## src/rtl/tra_pkg.sv

```systemverilog
// ----------------------------------------------------------------------------
// tra_pkg
// Widths, constants and control types shared by the tanh approximation block.
// ----------------------------------------------------------------------------
`default_nettype none

package tra_pkg;

  localparam int LANES      = 4;
  localparam int XW         = 16;
  localparam int MAG_W      = 15;
  localparam int SQ_W       = 30;
  localparam int SUM_W      = 30;
  localparam int PROD_W     = MAG_W + SUM_W;
  localparam int NUM_W      = PROD_W + 2;
  localparam int DEN_W      = 32;
  localparam int Q_W        = 15;
  localparam int DIV_STAGES = Q_W;
  localparam int STAGES     = 3 + DIV_STAGES + 1;

  localparam logic signed [XW-1:0] CLAMP_POS = 16'sd20480;
  localparam logic signed [XW-1:0] CLAMP_NEG = -16'sd20480;
  localparam logic [SUM_W-1:0]     K27      = 30'd452984832;

  typedef struct packed {
    logic [STAGES-1:0] en;
  } tra_ctl_t;

endpackage

`default_nettype wire

```

## src/rtl/tra_ctrl.sv

```systemverilog
// ----------------------------------------------------------------------------
// tra_ctrl
// Pipeline control: per-stage valid bits, ready chain and last flag.
// ----------------------------------------------------------------------------
`default_nettype none

module tra_ctrl import tra_pkg::*; (
  input  wire logic clk,
  input  wire logic rst,
  input  wire logic in_valid,
  input  wire logic in_last,
  input  wire logic out_ready,
  output tra_ctl_t  ctl,
  output logic      in_ready,
  output logic      out_valid,
  output logic      out_last
);

  logic [STAGES-1:0] vld;
  logic [STAGES-1:0] lst;
  logic [STAGES-1:0] rdy;

  always_comb begin
    rdy[STAGES-1] = !vld[STAGES-1] || out_ready;
    for (int k = STAGES - 2; k >= 0; k--) begin
      rdy[k] = !vld[k] || rdy[k+1];
    end
  end

  assign ctl.en    = rdy;
  assign in_ready  = rdy[0];
  assign out_valid = vld[STAGES-1];
  assign out_last  = lst[STAGES-1];

  always_ff @(posedge clk) begin
    if (rst) begin
      vld <= '0;
    end else begin
      if (rdy[0]) vld[0] <= in_valid;
      for (int k = 1; k < STAGES; k++) begin
        if (rdy[k]) vld[k] <= vld[k-1];
      end
    end
  end

  always_ff @(posedge clk) begin
    if (rdy[0]) lst[0] <= in_last;
    for (int k = 1; k < STAGES; k++) begin
      if (rdy[k]) lst[k] <= lst[k-1];
    end
  end

endmodule

`default_nettype wire

```

## config.mk

```make
export PLATFORM = sky130hd
export DESIGN_NAME = tra_ctrl
export DESIGN_NICKNAME = d
export VERILOG_FILES = /design/src/rtl/tra_pkg.sv /design/src/rtl/tra_ctrl.sv
export SDC_FILE = /design/constraint.sdc
export NUM_CORES = 1
export LEC_CHECK = 0
export BUFFER_PORTS_ARGS = -buffer_cell sky130_fd_sc_hd__buf_2
export CAP_MARGIN = 20
export CORE_UTILIZATION = 52
export DETAILED_ROUTE_END_ITERATION = 8
export GPL_TIMING_DRIVEN = 0
export PLACE_DENSITY = 0.76
export SLEW_MARGIN = 10
export SYNTH_ARGS = -nofsm -noshare
export SYNTH_HDL_FRONTEND = slang
export SYNTH_SLANG_ARGS = --single-unit
```

## constraint.sdc

```tcl
create_clock -name clk -period 2.95 [get_ports clk]
set_input_delay 0.885 -clock clk [delete_from_list [all_inputs] [get_ports clk]]
set_output_delay 0.885 -clock clk [all_outputs]
set_load 0.03 [all_outputs]
```

# --- Word-level counts from Yosys, hierarchy flattened ---
# Cells that the tools add are included.
op_classes:
  reduce_logical: 38
op_table:
  columns: ["op", "n"]
  rows:
  - ["$logic_not 1->1", 19]
  - ["$logic_or 1x1->1", 19]
word_totals:
  reg_bits: 38
  input_bits: 5
  output_inout_bits: 22
  elab_cells: 76

# --- Depth between registers and ports, before layout ---
depth:
  ltp_word: 20
  ltp_mapped: 6
  mapped_depth_nobuf: 6

# --- Worst setup path before layout ---
# Ideal clock, no wire load.
synth_path:
  path_kind: "input to output"
  from: "input out_ready"
  to: "output ctl[0] in the netlist's numbering"
  arrival_ns: 2.217
  required_time_ns: 2.065
  path_slack_ns: -0.152
  stages: 6
  path_buffers: 1
  path_cell_list: "nor2b_4 > and3_4 > inv_4 > nor3_4 > nand3_1 > buf_4"
synth_rtl:
  columns: ["item", "line", "text"]
  rows:
  - ["start, declared", "tra_ctrl.sv:12", "input wire logic out_ready,"]
  - ["end, declared", "tra_ctrl.sv:13", "output tra_ctl_t ctl,"]

==> results.toml <==
[finish]
layout.nets = 154
final_cell_mix = "21 x buf_2, 19 x edfxtp_1, 19 x dfxtp_1, 15 x a21oi_1, 14 x nor2_1"
layout_commonest_cell = "buf_2"
diodes = 0
fillers = 167
multi_input_area_um2 = 332
post-route-util_pct = 71.2
seq_area_um2 = 951
drive_gt1_share_pct = 33.3
fin_cells = 178
syn2layout_area_growth_pct = 24.3

[timing]
tightestPinTransition_ps = 498
max-slew-margin-rel_pct = 66.8
setup_tns_ps = -18.4
setup_violations = 1
min_period_ps = 2970
fmax_ghz = 0.337
finClkSkew_ps = 10.0
rsz0062_at_grt = "true"
hold_viol = 0
setup_ws_ps = -18.4
fin_crit_sh_pct = 101
maxSlewViolCount = 0

[yosys]
yosysWarnings = 0
syn_inst = 110
syn_nets = 115
synth.avg_cell_area_um2 = 12.1
ys_ff_latch = 38
ys_seq_area_share_pct = 71.6
synth_cell_types = 17
netlist_area_um2 = 1330

[die]
io_pins = 27
die_x_um = 52.6
fp-row-count = 17
dieHeight_um = 52.6
start_util_pct = 57.3
fp.dieArea_um2 = 2760
core_area_um2 = 2320

[cts]
cts_sinks = 38
cts_hold_buf = 0
clk_pin_slew_ps = 100
clock_path_buffers = 2
cts-htree-levels = 2
cts_tree = "built"
cts-buffers-inserted = 5
cts_root_buf = "clkbuf_4"
worstSkewPairLatency_ps = 350

[route]
dr.pass1.iters = 4
final_antenna_net_count = 0
vias_per_cell = 5.17
drc = 0
wl_per_cell_um = 14.5
drt_iter0_markers = 12
vias = 921
drt_wl_total_um = 2590

[run]
max_cap_viol_count = 0

[status]
violations = "setup timing"
outcome = "finished, violations left"

[place]
port_buffers = 25
dp_hpwl_um = 1690
dp.cells = 163
gp_congestion = 0.762

[critical_path]
slowest_delay_ps = 310
path_class = "primary input to output pin"
worstPathArrival_ps = 2080
crit_family = "simple AND/OR/NAND/NOR gates"
cp-start-kind = "primary input"
critPathBufInv = 4
cp-end-kind = "output pin"
cp_max_fo = 5
critical_path.most_common_cell = "buf_6"
crit_chain = "buf_6 > nor2b_4 > and3_4 > inv_8 > nor3_4 > nand3_4 > buf_6 > buf_6"
worst_path_max_delay_cell = "nor3_4"
worstPathRequired_ps = 2070

[grt]
grt_max_degree = 12
antenna_found_initial = 0
grt_overflow = 0
grt_pass1_vias = 817
grt_pass1_wl_um = 3590
groute.usage.overall_pct = 19.7

[worst_hold_path]
hold_class = "flip-flop to flip-flop"

[pwr]
ir_drop_mv = 0.341
p_leak_nw = 0.628
powerDensity_nw_per_um2 = 525
power.total_mw = 0.866
[timing repair]
| item | 4_1_cts | 5_1_grt |
|---|---|---|
| endpoints found under the hold margin | 0 | 0 |
| setup buffers | 3 | 4 |
| pin swaps | 3 | 5 |
| resized for setup | 0 | 13 |
| setup endpoints to repair | 11 | 6 |
| cloned | 0 | 0 |
[area by class of cell]
cell class | instances | share of cell area [%]
Clock buffer | 7 | 3.33
Timing Repair Buffer | 32 | 12.0
Multi-Input combinational cell | 56 | 20.1
Tap cell | 28 | 2.12
Inverter | 13 | 3.41
Buffer | 3 | 1.14
Sequential cell | 38 | 57.6
Clock inverter | 1 | 0.303
[metrics by stage]
step	setup slack [ps]	hold WS (ps)	instance area, um2
after floorplan	49.1	400	1340
after global placement	-133	402	1500
after detailed placement	-162	407	1500
after CTS	7.40	435	1580
after global routing	-71.7	440	1650
final	-18.4	433	1650
[Yosys cell counts]
cell | n | area [um2]
a21oi_1 | 15 | 75.1
and3_1 | 2 | 12.5
and3_4 | 1 | 11.3
buf_4 | 1 | 7.51
clkbuf_1 | 2 | 7.51
dfxtp_1 | 19 | 380
edfxtp_1 | 19 | 571
inv_1 | 12 | 45.0
inv_4 | 1 | 6.26
nand2_1 | 7 | 26.3
nand3_1 | 7 | 35.0
nand4_1 | 4 | 25.0
nand4_2 | 1 | 12.5
nor2_1 | 15 | 56.3
nor2_4 | 1 | 11.3
nor2b_4 | 1 | 13.8
nor3_4 | 2 | 32.5
[report_power, final]
| part | internal, mW | switching, mW | total [mW] |
|---|---|---|---|
| Clock | 0.115 | 0.163 | 0.279 |
| Combinational | 0.00433 | 0.00855 | 0.0129 |
| Sequential | 0.569 | 0.00597 | 0.575 |
| Total | 0.688 | 0.178 | 0.866 |
[worst reg2reg max path: stages (launching register included)]
cell	delay, ps
dfxtp_1	340
nor2b_4	150
and3_4	230
inv_8	50
nor3_4	310
nand3_4	130
buf_4	150
buf_4	120
[final timing paths]
| path | from | endpoint | slack, ps | depth (start not counted) |
|---|---|---|---|---|
| worst min register to register | lst[6]$_DFFE_PP_ | lst[7]$_DFFE_PP_ | 430 | 0 |
| worst max-delay path | out_ready | ctl[0] | -20 | 8 |
| worst min-delay path | lst[6]$_DFFE_PP_ | lst[7]$_DFFE_PP_ | 430 | 0 |
| worst max register to register | vld[18]$_SDFFE_PP0P_ | lst[0]$_DFFE_PP_ | 1250 | 7 |
[sequential cells by signal, summed over array words and instances (netlist names)]
name and count:
lst 19, vld 19
[cell families after synthesis]
logic type / Yosys count / share of synthesized area [%]
buffers and inverters: 16 / 4.99
and+or+nand+nor: 41 / 17.8
AOI/OAI and AO/OA: 15 / 5.65
DFF: 38 / 71.6
[layer usage]
layer	track usage, %	up-vias	part of all wire, %
li1	-	453	-
met1	22.5	434	41
met2	31.2	27	50
met3	8.99	7	6.4
met4	9.21	0	1.8
met5	0	-	0
No activity file was read; power rests on OpenSTA's default activity.
