## config.mk

```make
export PLATFORM = sky130hd
export DESIGN_NAME = tra_lane
export DESIGN_NICKNAME = d
export VERILOG_FILES = /design/src/rtl/tra_pkg.sv /design/src/rtl/tra_lane.sv
export SDC_FILE = /design/constraint.sdc
export NUM_CORES = 2
export LEC_CHECK = 0
export ABC_AREA = 1
export BUFFER_PORTS_ARGS = -buffer_cell sky130_fd_sc_hd__clkbuf_2
export CORE_MARGIN = 4
export CORE_UTILIZATION = 35
export CTS_BUF_LIST = sky130_fd_sc_hd__clkbuf_2 sky130_fd_sc_hd__clkbuf_4 sky130_fd_sc_hd__clkbuf_8
export DETAILED_ROUTE_END_ITERATION = 6
export SLEW_MARGIN = 30
export SYNTH_ARGS = -nofsm -noshare
export SYNTH_HDL_FRONTEND = slang
export SYNTH_SLANG_ARGS = --single-unit
```

## constraint.sdc

```tcl
create_clock -name clk -period 6.6 [get_ports clk]
set_clock_uncertainty 0.15 [all_clocks]
set_input_delay 0 -clock clk [delete_from_list [all_inputs] [get_ports clk]]
set_output_delay 0 -clock clk [all_outputs]
set_load 0.02 [all_outputs]
```

## src/rtl/tra_pkg.sv

```systemverilog
// ----------------------------------------------------------------------------
// tra_pkg
// Widths, constants and control types shared by the tanh approximation block.
// ----------------------------------------------------------------------------
`default_nettype none

package tra_pkg;

  localparam int LANES      = 4;
  localparam int XW         = 16;
  localparam int MAG_W      = 15;
  localparam int SQ_W       = 30;
  localparam int SUM_W      = 30;
  localparam int PROD_W     = MAG_W + SUM_W;
  localparam int NUM_W      = PROD_W + 2;
  localparam int DEN_W      = 32;
  localparam int Q_W        = 15;
  localparam int DIV_STAGES = Q_W;
  localparam int STAGES     = 3 + DIV_STAGES + 1;

  localparam logic signed [XW-1:0] CLAMP_POS = 16'sd20480;
  localparam logic signed [XW-1:0] CLAMP_NEG = -16'sd20480;
  localparam logic [SUM_W-1:0]     K27      = 30'd452984832;

  typedef struct packed {
    logic [STAGES-1:0] en;
  } tra_ctl_t;

endpackage

`default_nettype wire

```

## src/rtl/tra_lane.sv

```systemverilog
// ----------------------------------------------------------------------------
// tra_lane
// One lane: clamp, square, numerator and denominator, bit-per-stage
// restoring divide, then round to nearest and restore the sign.
// ----------------------------------------------------------------------------
`default_nettype none

module tra_lane import tra_pkg::*; (
  input  wire logic                  clk,
  input  wire tra_ctl_t              ctl,
  input  wire logic signed [XW-1:0]  x,
  output logic signed [XW-1:0]       y
);

  logic signed [XW-1:0] xc;
  logic [MAG_W-1:0]     mag_c;
  logic [XW-1:0]        neg_x;

  logic [MAG_W-1:0]  mag0, mag1;
  logic              neg0, neg1;
  logic [SQ_W-1:0]   sq1;
  logic [SUM_W-1:0]  sum_c;
  logic [PROD_W-1:0] prod_c;

  logic [NUM_W-1:0] rem [0:DIV_STAGES];
  logic [Q_W-1:0]   qv  [0:DIV_STAGES];
  logic [DEN_W-1:0] dv  [0:DIV_STAGES];
  logic             ng  [0:DIV_STAGES];

  logic            rnd;
  logic [XW-1:0]   qr;

  always_comb begin
    if (x > CLAMP_POS)      xc = CLAMP_POS;
    else if (x < CLAMP_NEG) xc = CLAMP_NEG;
    else                    xc = x;
    neg_x = -xc;
    mag_c = xc[XW-1] ? neg_x[MAG_W-1:0] : xc[MAG_W-1:0];
  end

  always_ff @(posedge clk) begin
    if (ctl.en[0]) begin
      mag0 <= mag_c;
      neg0 <= xc[XW-1];
    end
  end

  always_ff @(posedge clk) begin
    if (ctl.en[1]) begin
      sq1  <= SQ_W'(mag0) * SQ_W'(mag0);
      mag1 <= mag0;
      neg1 <= neg0;
    end
  end

  assign sum_c  = K27 + sq1;
  assign prod_c = PROD_W'(mag1) * PROD_W'(sum_c);

  always_ff @(posedge clk) begin
    if (ctl.en[2]) begin
      rem[0] <= {prod_c, 2'b00};
      dv[0]  <= DEN_W'(K27) + (DEN_W'(sq1) << 3) + DEN_W'(sq1);
      qv[0]  <= '0;
      ng[0]  <= neg1;
    end
  end

  for (genvar j = 0; j < DIV_STAGES; j++) begin : g_div
    localparam int SH = Q_W - 1 - j;
    logic [NUM_W-1:0] dsh;
    logic             take;
    assign dsh  = NUM_W'(dv[j]) << SH;
    assign take = rem[j] >= dsh;
    always_ff @(posedge clk) begin
      if (ctl.en[3+j]) begin
        rem[j+1] <= take ? rem[j] - dsh : rem[j];
        qv[j+1]  <= qv[j] | (take ? Q_W'(1) << SH : Q_W'(0));
        dv[j+1]  <= dv[j];
        ng[j+1]  <= ng[j];
      end
    end
  end

  assign rnd = {rem[DIV_STAGES][DEN_W-1:0], 1'b0} >= {1'b0, dv[DIV_STAGES]};
  assign qr  = XW'(qv[DIV_STAGES]) + XW'(rnd);

  always_ff @(posedge clk) begin
    if (ctl.en[STAGES-1]) begin
      y <= ng[DIV_STAGES] ? -qr : qr;
    end
  end

endmodule

`default_nettype wire

```

# [After elaboration in Yosys (flattened, before gate mapping)]
# Memories as Yosys holds them, arrays and structs flattened.
# Cells that the tools add are included.
[op_classes] addsub=21 mux=66 bitwise_logic=15 multipliers=2 n_lt_le_gt_ge=18
[op_table] op="$mux W47" count=15
[op_table] op="$mux W16" count=3
[op_table] op="$ge A47 B32 Y1" count=1
[op_table] op="$ge A47 B33 Y1" count=1
[op_table] op="$ge A47 B34 Y1" count=1
[op_table] op="$ge A47 B35 Y1" count=1
[op_table] op="$ge A47 B36 Y1" count=1
[op_table] op="$ge A47 B37 Y1" count=1
[op_table] op="$ge A47 B38 Y1" count=1
[op_table] op="$ge A47 B39 Y1" count=1
[op_table] op="$ge A47 B40 Y1" count=1
[op_table] op="$ge A47 B41 Y1" count=1
[op_table] op="$ge A47 B42 Y1" count=1
[op_table] op="$ge A47 B43 Y1" count=1
[op_table] op="$ge A47 B44 Y1" count=1
[op_table] op="$ge A47 B45 Y1" count=1
[op_table] op="$ge A47 B46 Y1" count=1
[op_table] op="$sub A47 B32 Y47" count=1
[op_table] op="$sub A47 B33 Y47" count=1
[op_table] op="$sub A47 B34 Y47" count=1
[op_table] op="$sub A47 B35 Y47" count=1
[op_table] op="$sub A47 B36 Y47" count=1
[op_table] op="$sub A47 B37 Y47" count=1
[op_table] op="$sub A47 B38 Y47" count=1
[op_table] op="other kinds (49)" count=82
[totals] input_bits=36 word_cells=132 ramBits=1520 out_inout_bits=16 ff_bits=78 memories=4
[memory_table] name="rem" depth=16 word_bits=47 rd=16 rd_ports_with_merged_regs=0 write_ports=16 line="tra_lane.sv:25" text="logic [NUM_W-1:0] rem [0:DIV_STAGES];"
[memory_table] name="dv" depth=16 word_bits=32 rd=16 rd_ports_with_merged_regs=0 write_ports=16 line="tra_lane.sv:27" text="logic [DEN_W-1:0] dv [0:DIV_STAGES];"
[memory_table] name="qv" depth=16 word_bits=15 rd=16 rd_ports_with_merged_regs=0 write_ports=16 line="tra_lane.sv:26" text="logic [Q_W-1:0] qv [0:DIV_STAGES];"
[memory_table] name="ng" depth=16 word_bits=1 rd=16 rd_ports_with_merged_regs=0 write_ports=16 line="tra_lane.sv:28" text="logic ng [0:DIV_STAGES];"

# [Longest topological paths before layout]
[depth] ltp_word=5 ltp_mapped=29 ltp_nobuf=27

# [Worst setup path before layout]
# OpenSTA, ideal clock, no wires.
[synth_timing] kind="register -> register" startpoint="reg sq1[24]" endpoint="mem rem[0][44] (netlist bit), data pin" path_buffers=1 arrival_time_ps=5917 period_less_slack_ps=6319 path_stages_with_launch=28 setup_time_ps=252 t_required_ps=6198 path_slack_ps=281 cell_sequence="edfxtp_1 -> buf_2 -> clkinv_1 -> ha_1 -> or2_2 -> nand2_1 -> nand2_1 -> nand2_1 -> nor2_1 -> fa_1 -> inv_1 -> fa_1 -> inv_1 -> fa_1 -> fa_1 -> fa_1 -> inv_1 -> fa_1 -> inv_1 -> ha_1 -> a21oi_1 -> o21ai_0 -> a21oi_1 -> o21ai_0 -> nor2_1 -> nand2_1 -> nand2_1 -> nand2_1"
[synth_rtl] item="start, declared" line="tra_lane.sv:21" text="logic [SQ_W-1:0] sq1;"
[synth_rtl] item="start signal, assigned" line="tra_lane.sv:50" text="sq1 <= SQ_W'(mag0) * SQ_W'(mag0);"
[synth_rtl] item="end, declared" line="tra_lane.sv:25"

==> metrics <==
outcome finished with violations; failing checks design-rule violations; largest net degree at the start of global routing 82; antenna violations before repair 10; port buffer count 51; Synth area leader edfxtp_1; critical path startpoint category register; Synth Area in Compound Gates 7.48%; Post-Route WL 374,000 um; DRC Markers 4; Layout Nets 16,300; worst slack at placement 0.209 ns; Multi-input gate area 0.0610 mm2; Synth Register Bits 1,403; vias in the first global route 93,000; average wire per standard cell 19.2 um; core area 0.322 mm2; most frequent cells in the layout 4,610 x nand2_1, 2,528 x inv_1, 1,403 x edfxtp_1; top-area cell type share of the netlist area 37.1%; Cells after Synth 14,600; Die Height 578 um; vias per cell 4.98; CTS clock-pin slew for the worst setup and hold paths 0.07 ns; Clock Latency Late Sink 1.01 ns; first-pass GRT wire length 565,000 um; total gr overflow 0; Worst EP required 7.18 ns; via count 97,000; initial core utilization 35.3%; worst-case clock buffer depth 4; Worst path depth 25; Crit Path Max Fanout 4; mux contribution to synthesized area 0.00991%; # rows 208; ys async rst share 0%; post-route cell area 0.126 mm2; FF-to-FF Start sq1[24]$_DFFE_PP_; Slew Limit Fails 0; delay-heaviest family, CP adder cells; WL met3 22,700 um; Synth Area in XOR/XNOR 2.99%; Slowest-stage cell, CP fa_1; simple-gate share of the synthesized area 25.8%; M1 WL 167,000 um; reg-to-reg slack, setup 0.29 ns; R2R cell count 25; sequential-to-total area share from yosys stat 37.1%; Synth Warn # 0; crit path time final 6.31 ns; largest stage delay on the critical path 0.55 ns; Seq. cell area 0.0421 mm2; clock root cell clkbuf_8; Main synth FF type edfxtp_1; CTS tree yes; Top Ports 52; crit path DAT 6.89 ns; Routed Antenna Nets 0; dpl cell area 0.119 mm2; Tightest Pin Transition 1.06 ns; CTS H-Tree Depth 5; top sig layer met5; RSZ-0062 raised after global routing true; CP Class reg2reg; fin crit share 95.7%; Hold Crit Start ctl[4]; post-DP HPWL 306,000 um; Mapped Area 0.114 mm2; most common library cell in the layout ignoring fill and taps nand2_1; Hold Crit Depth 3; hold worst-path end rem[1][44]$_DFFE_PP_; Avg Inst Size Synth 7.79 um2; WP buf/inv 4; Final setup viols 0; clk sinks 1,403; total die area 0.334 mm2; Yosys cell types 59; Num CTS Buffers 262; Synth area leaders edfxtp_1 37%, nand2_1 15%, fa_1 8.7%; layout cells sized above 1 4.94%; worst r2r dst rem[0][39]$_DFFE_PP_; worst hold path type in2reg; Initial DRC Count 8,851; number of enable flip-flop cells after synthesis 1,403; Total GRT Usage 21.9%; fill count 33,600; largest family of logic cells by synthesized area simple AND/OR/NAND/NOR gates; setup ws final 0.285 ns; Fin. Hold Viols 0; relative slew slack 28.6%; Pre-antenna DRT Iters 7; die width 578 um; Layout Area Growth over Synthesis 11.0%; Adder-Cell Fraction of Synth Area 17.3%; FMAX 158 MHz; wire length on met2 171,000 um; CP endpoint kind register; Max Cap Violations 0; routability cong. 0.981
[per-stage QoR]
step                      instances  util (%)  hold slack (ns)  setup TNS [ns]
after floorplan               14600         -          -0.0375               0
after global placement        18900      37.0            0.101               0
after detailed placement      18900      37.0            0.101               0
after CTS                     19500      39.1           0.0257               0
after global routing          19500      39.2           0.0334         -0.0842
final                         19500      39.2           0.0558               0
[routing by layer]
| layer | global-route usage, % | vias up |
|---|---|---|
| met3 | 2.30 | 577 |
| met4 | 7.30 | 6 |
| met5 | 0.0567 | - |
| met1 | 30.5 | 45700 |
| li1 | - | 47500 |
| met2 | 35.8 | 3201 |
[state kept, by name, summed over array words and instances, names as in the netlist]
signal,count
sq1,28
dv,491
y,16
neg1,1
neg0,1
rem,700
mag0,15
ng,16
mag1,15
qv,120
[final cells by class]
class	count	area share, %
diodes	3	0.00595
clock buffers	329	3.28
inverters	2546	7.58
multi-input cells	10500	48.3
flip-flops and latches	1403	33.4
repair buffers	306	2.16
well taps	4305	4.27
clock inverters	134	0.994
[tightest hold or removal path: stages]
cell and delay [ns]:
dlygate4sd3_1 0.53, buf_4 0.14, buf_2 0.28
[synth_stat cells (all sizes together) (36+ instances only)]
cell    count
a21o       48
nor2     1348
fa        492
nor3      107
ha        785
nand3     727
nand4     193
a21oi     820
nand2    4643
o21ai     608
buf       108
o21bai     43
xor2      264
clkbuf     93
nor4       36
xnor2     124
edfxtp   1403
nand3b     77
inv      2545
[worst max path at each step]
stage / startpoint / end / slack [ns]
floorplan: sq1[24]$_DFFE_PP_ / rem[0][44]$_DFFE_PP_ / 0.28
global placement: sq1[24]$_DFFE_PP_ / rem[0][44]$_DFFE_PP_ / 0.20
detailed placement: sq1[24]$_DFFE_PP_ / rem[0][32]$_DFFE_PP_ / 0.21
CTS: sq1[24]$_DFFE_PP_ / rem[0][32]$_DFFE_PP_ / 0.19
global route: sq1[24]$_DFFE_PP_ / rem[0][40]$_DFFE_PP_ / -0.05
finish: sq1[24]$_DFFE_PP_ / rem[0][39]$_DFFE_PP_ / 0.29
[kinds of logic (layout without fill, tap and decap cells)]
| family | count (synthesis) | after routing |
|---|---|---|
| flip-flops | 1403 | 1403 |
| AND/OR/NAND/NOR | 7182 | 7182 |
| other | 2 | 12 |
| AO/OA/AOI/OAI | 1596 | 1596 |
| multiplexers | 1 | 1 |
| adder cells (fa/ha/maj) | 1277 | 1277 |
| XOR/XNOR | 388 | 388 |
| buffers and inverters | 2747 | 3315 |
[repair_timing]
item                                     CTS  global route
hold buffers                             121             0
endpoints found under the setup margin     0            14
endpoints found under the hold margin   1419             0
buffers inserted                           0             7
gates resized for setup                    0            15
Power is left out: the tool's default activity adds up to more than one toggle a clock period on the data nets, which glitch-free logic cannot reach.
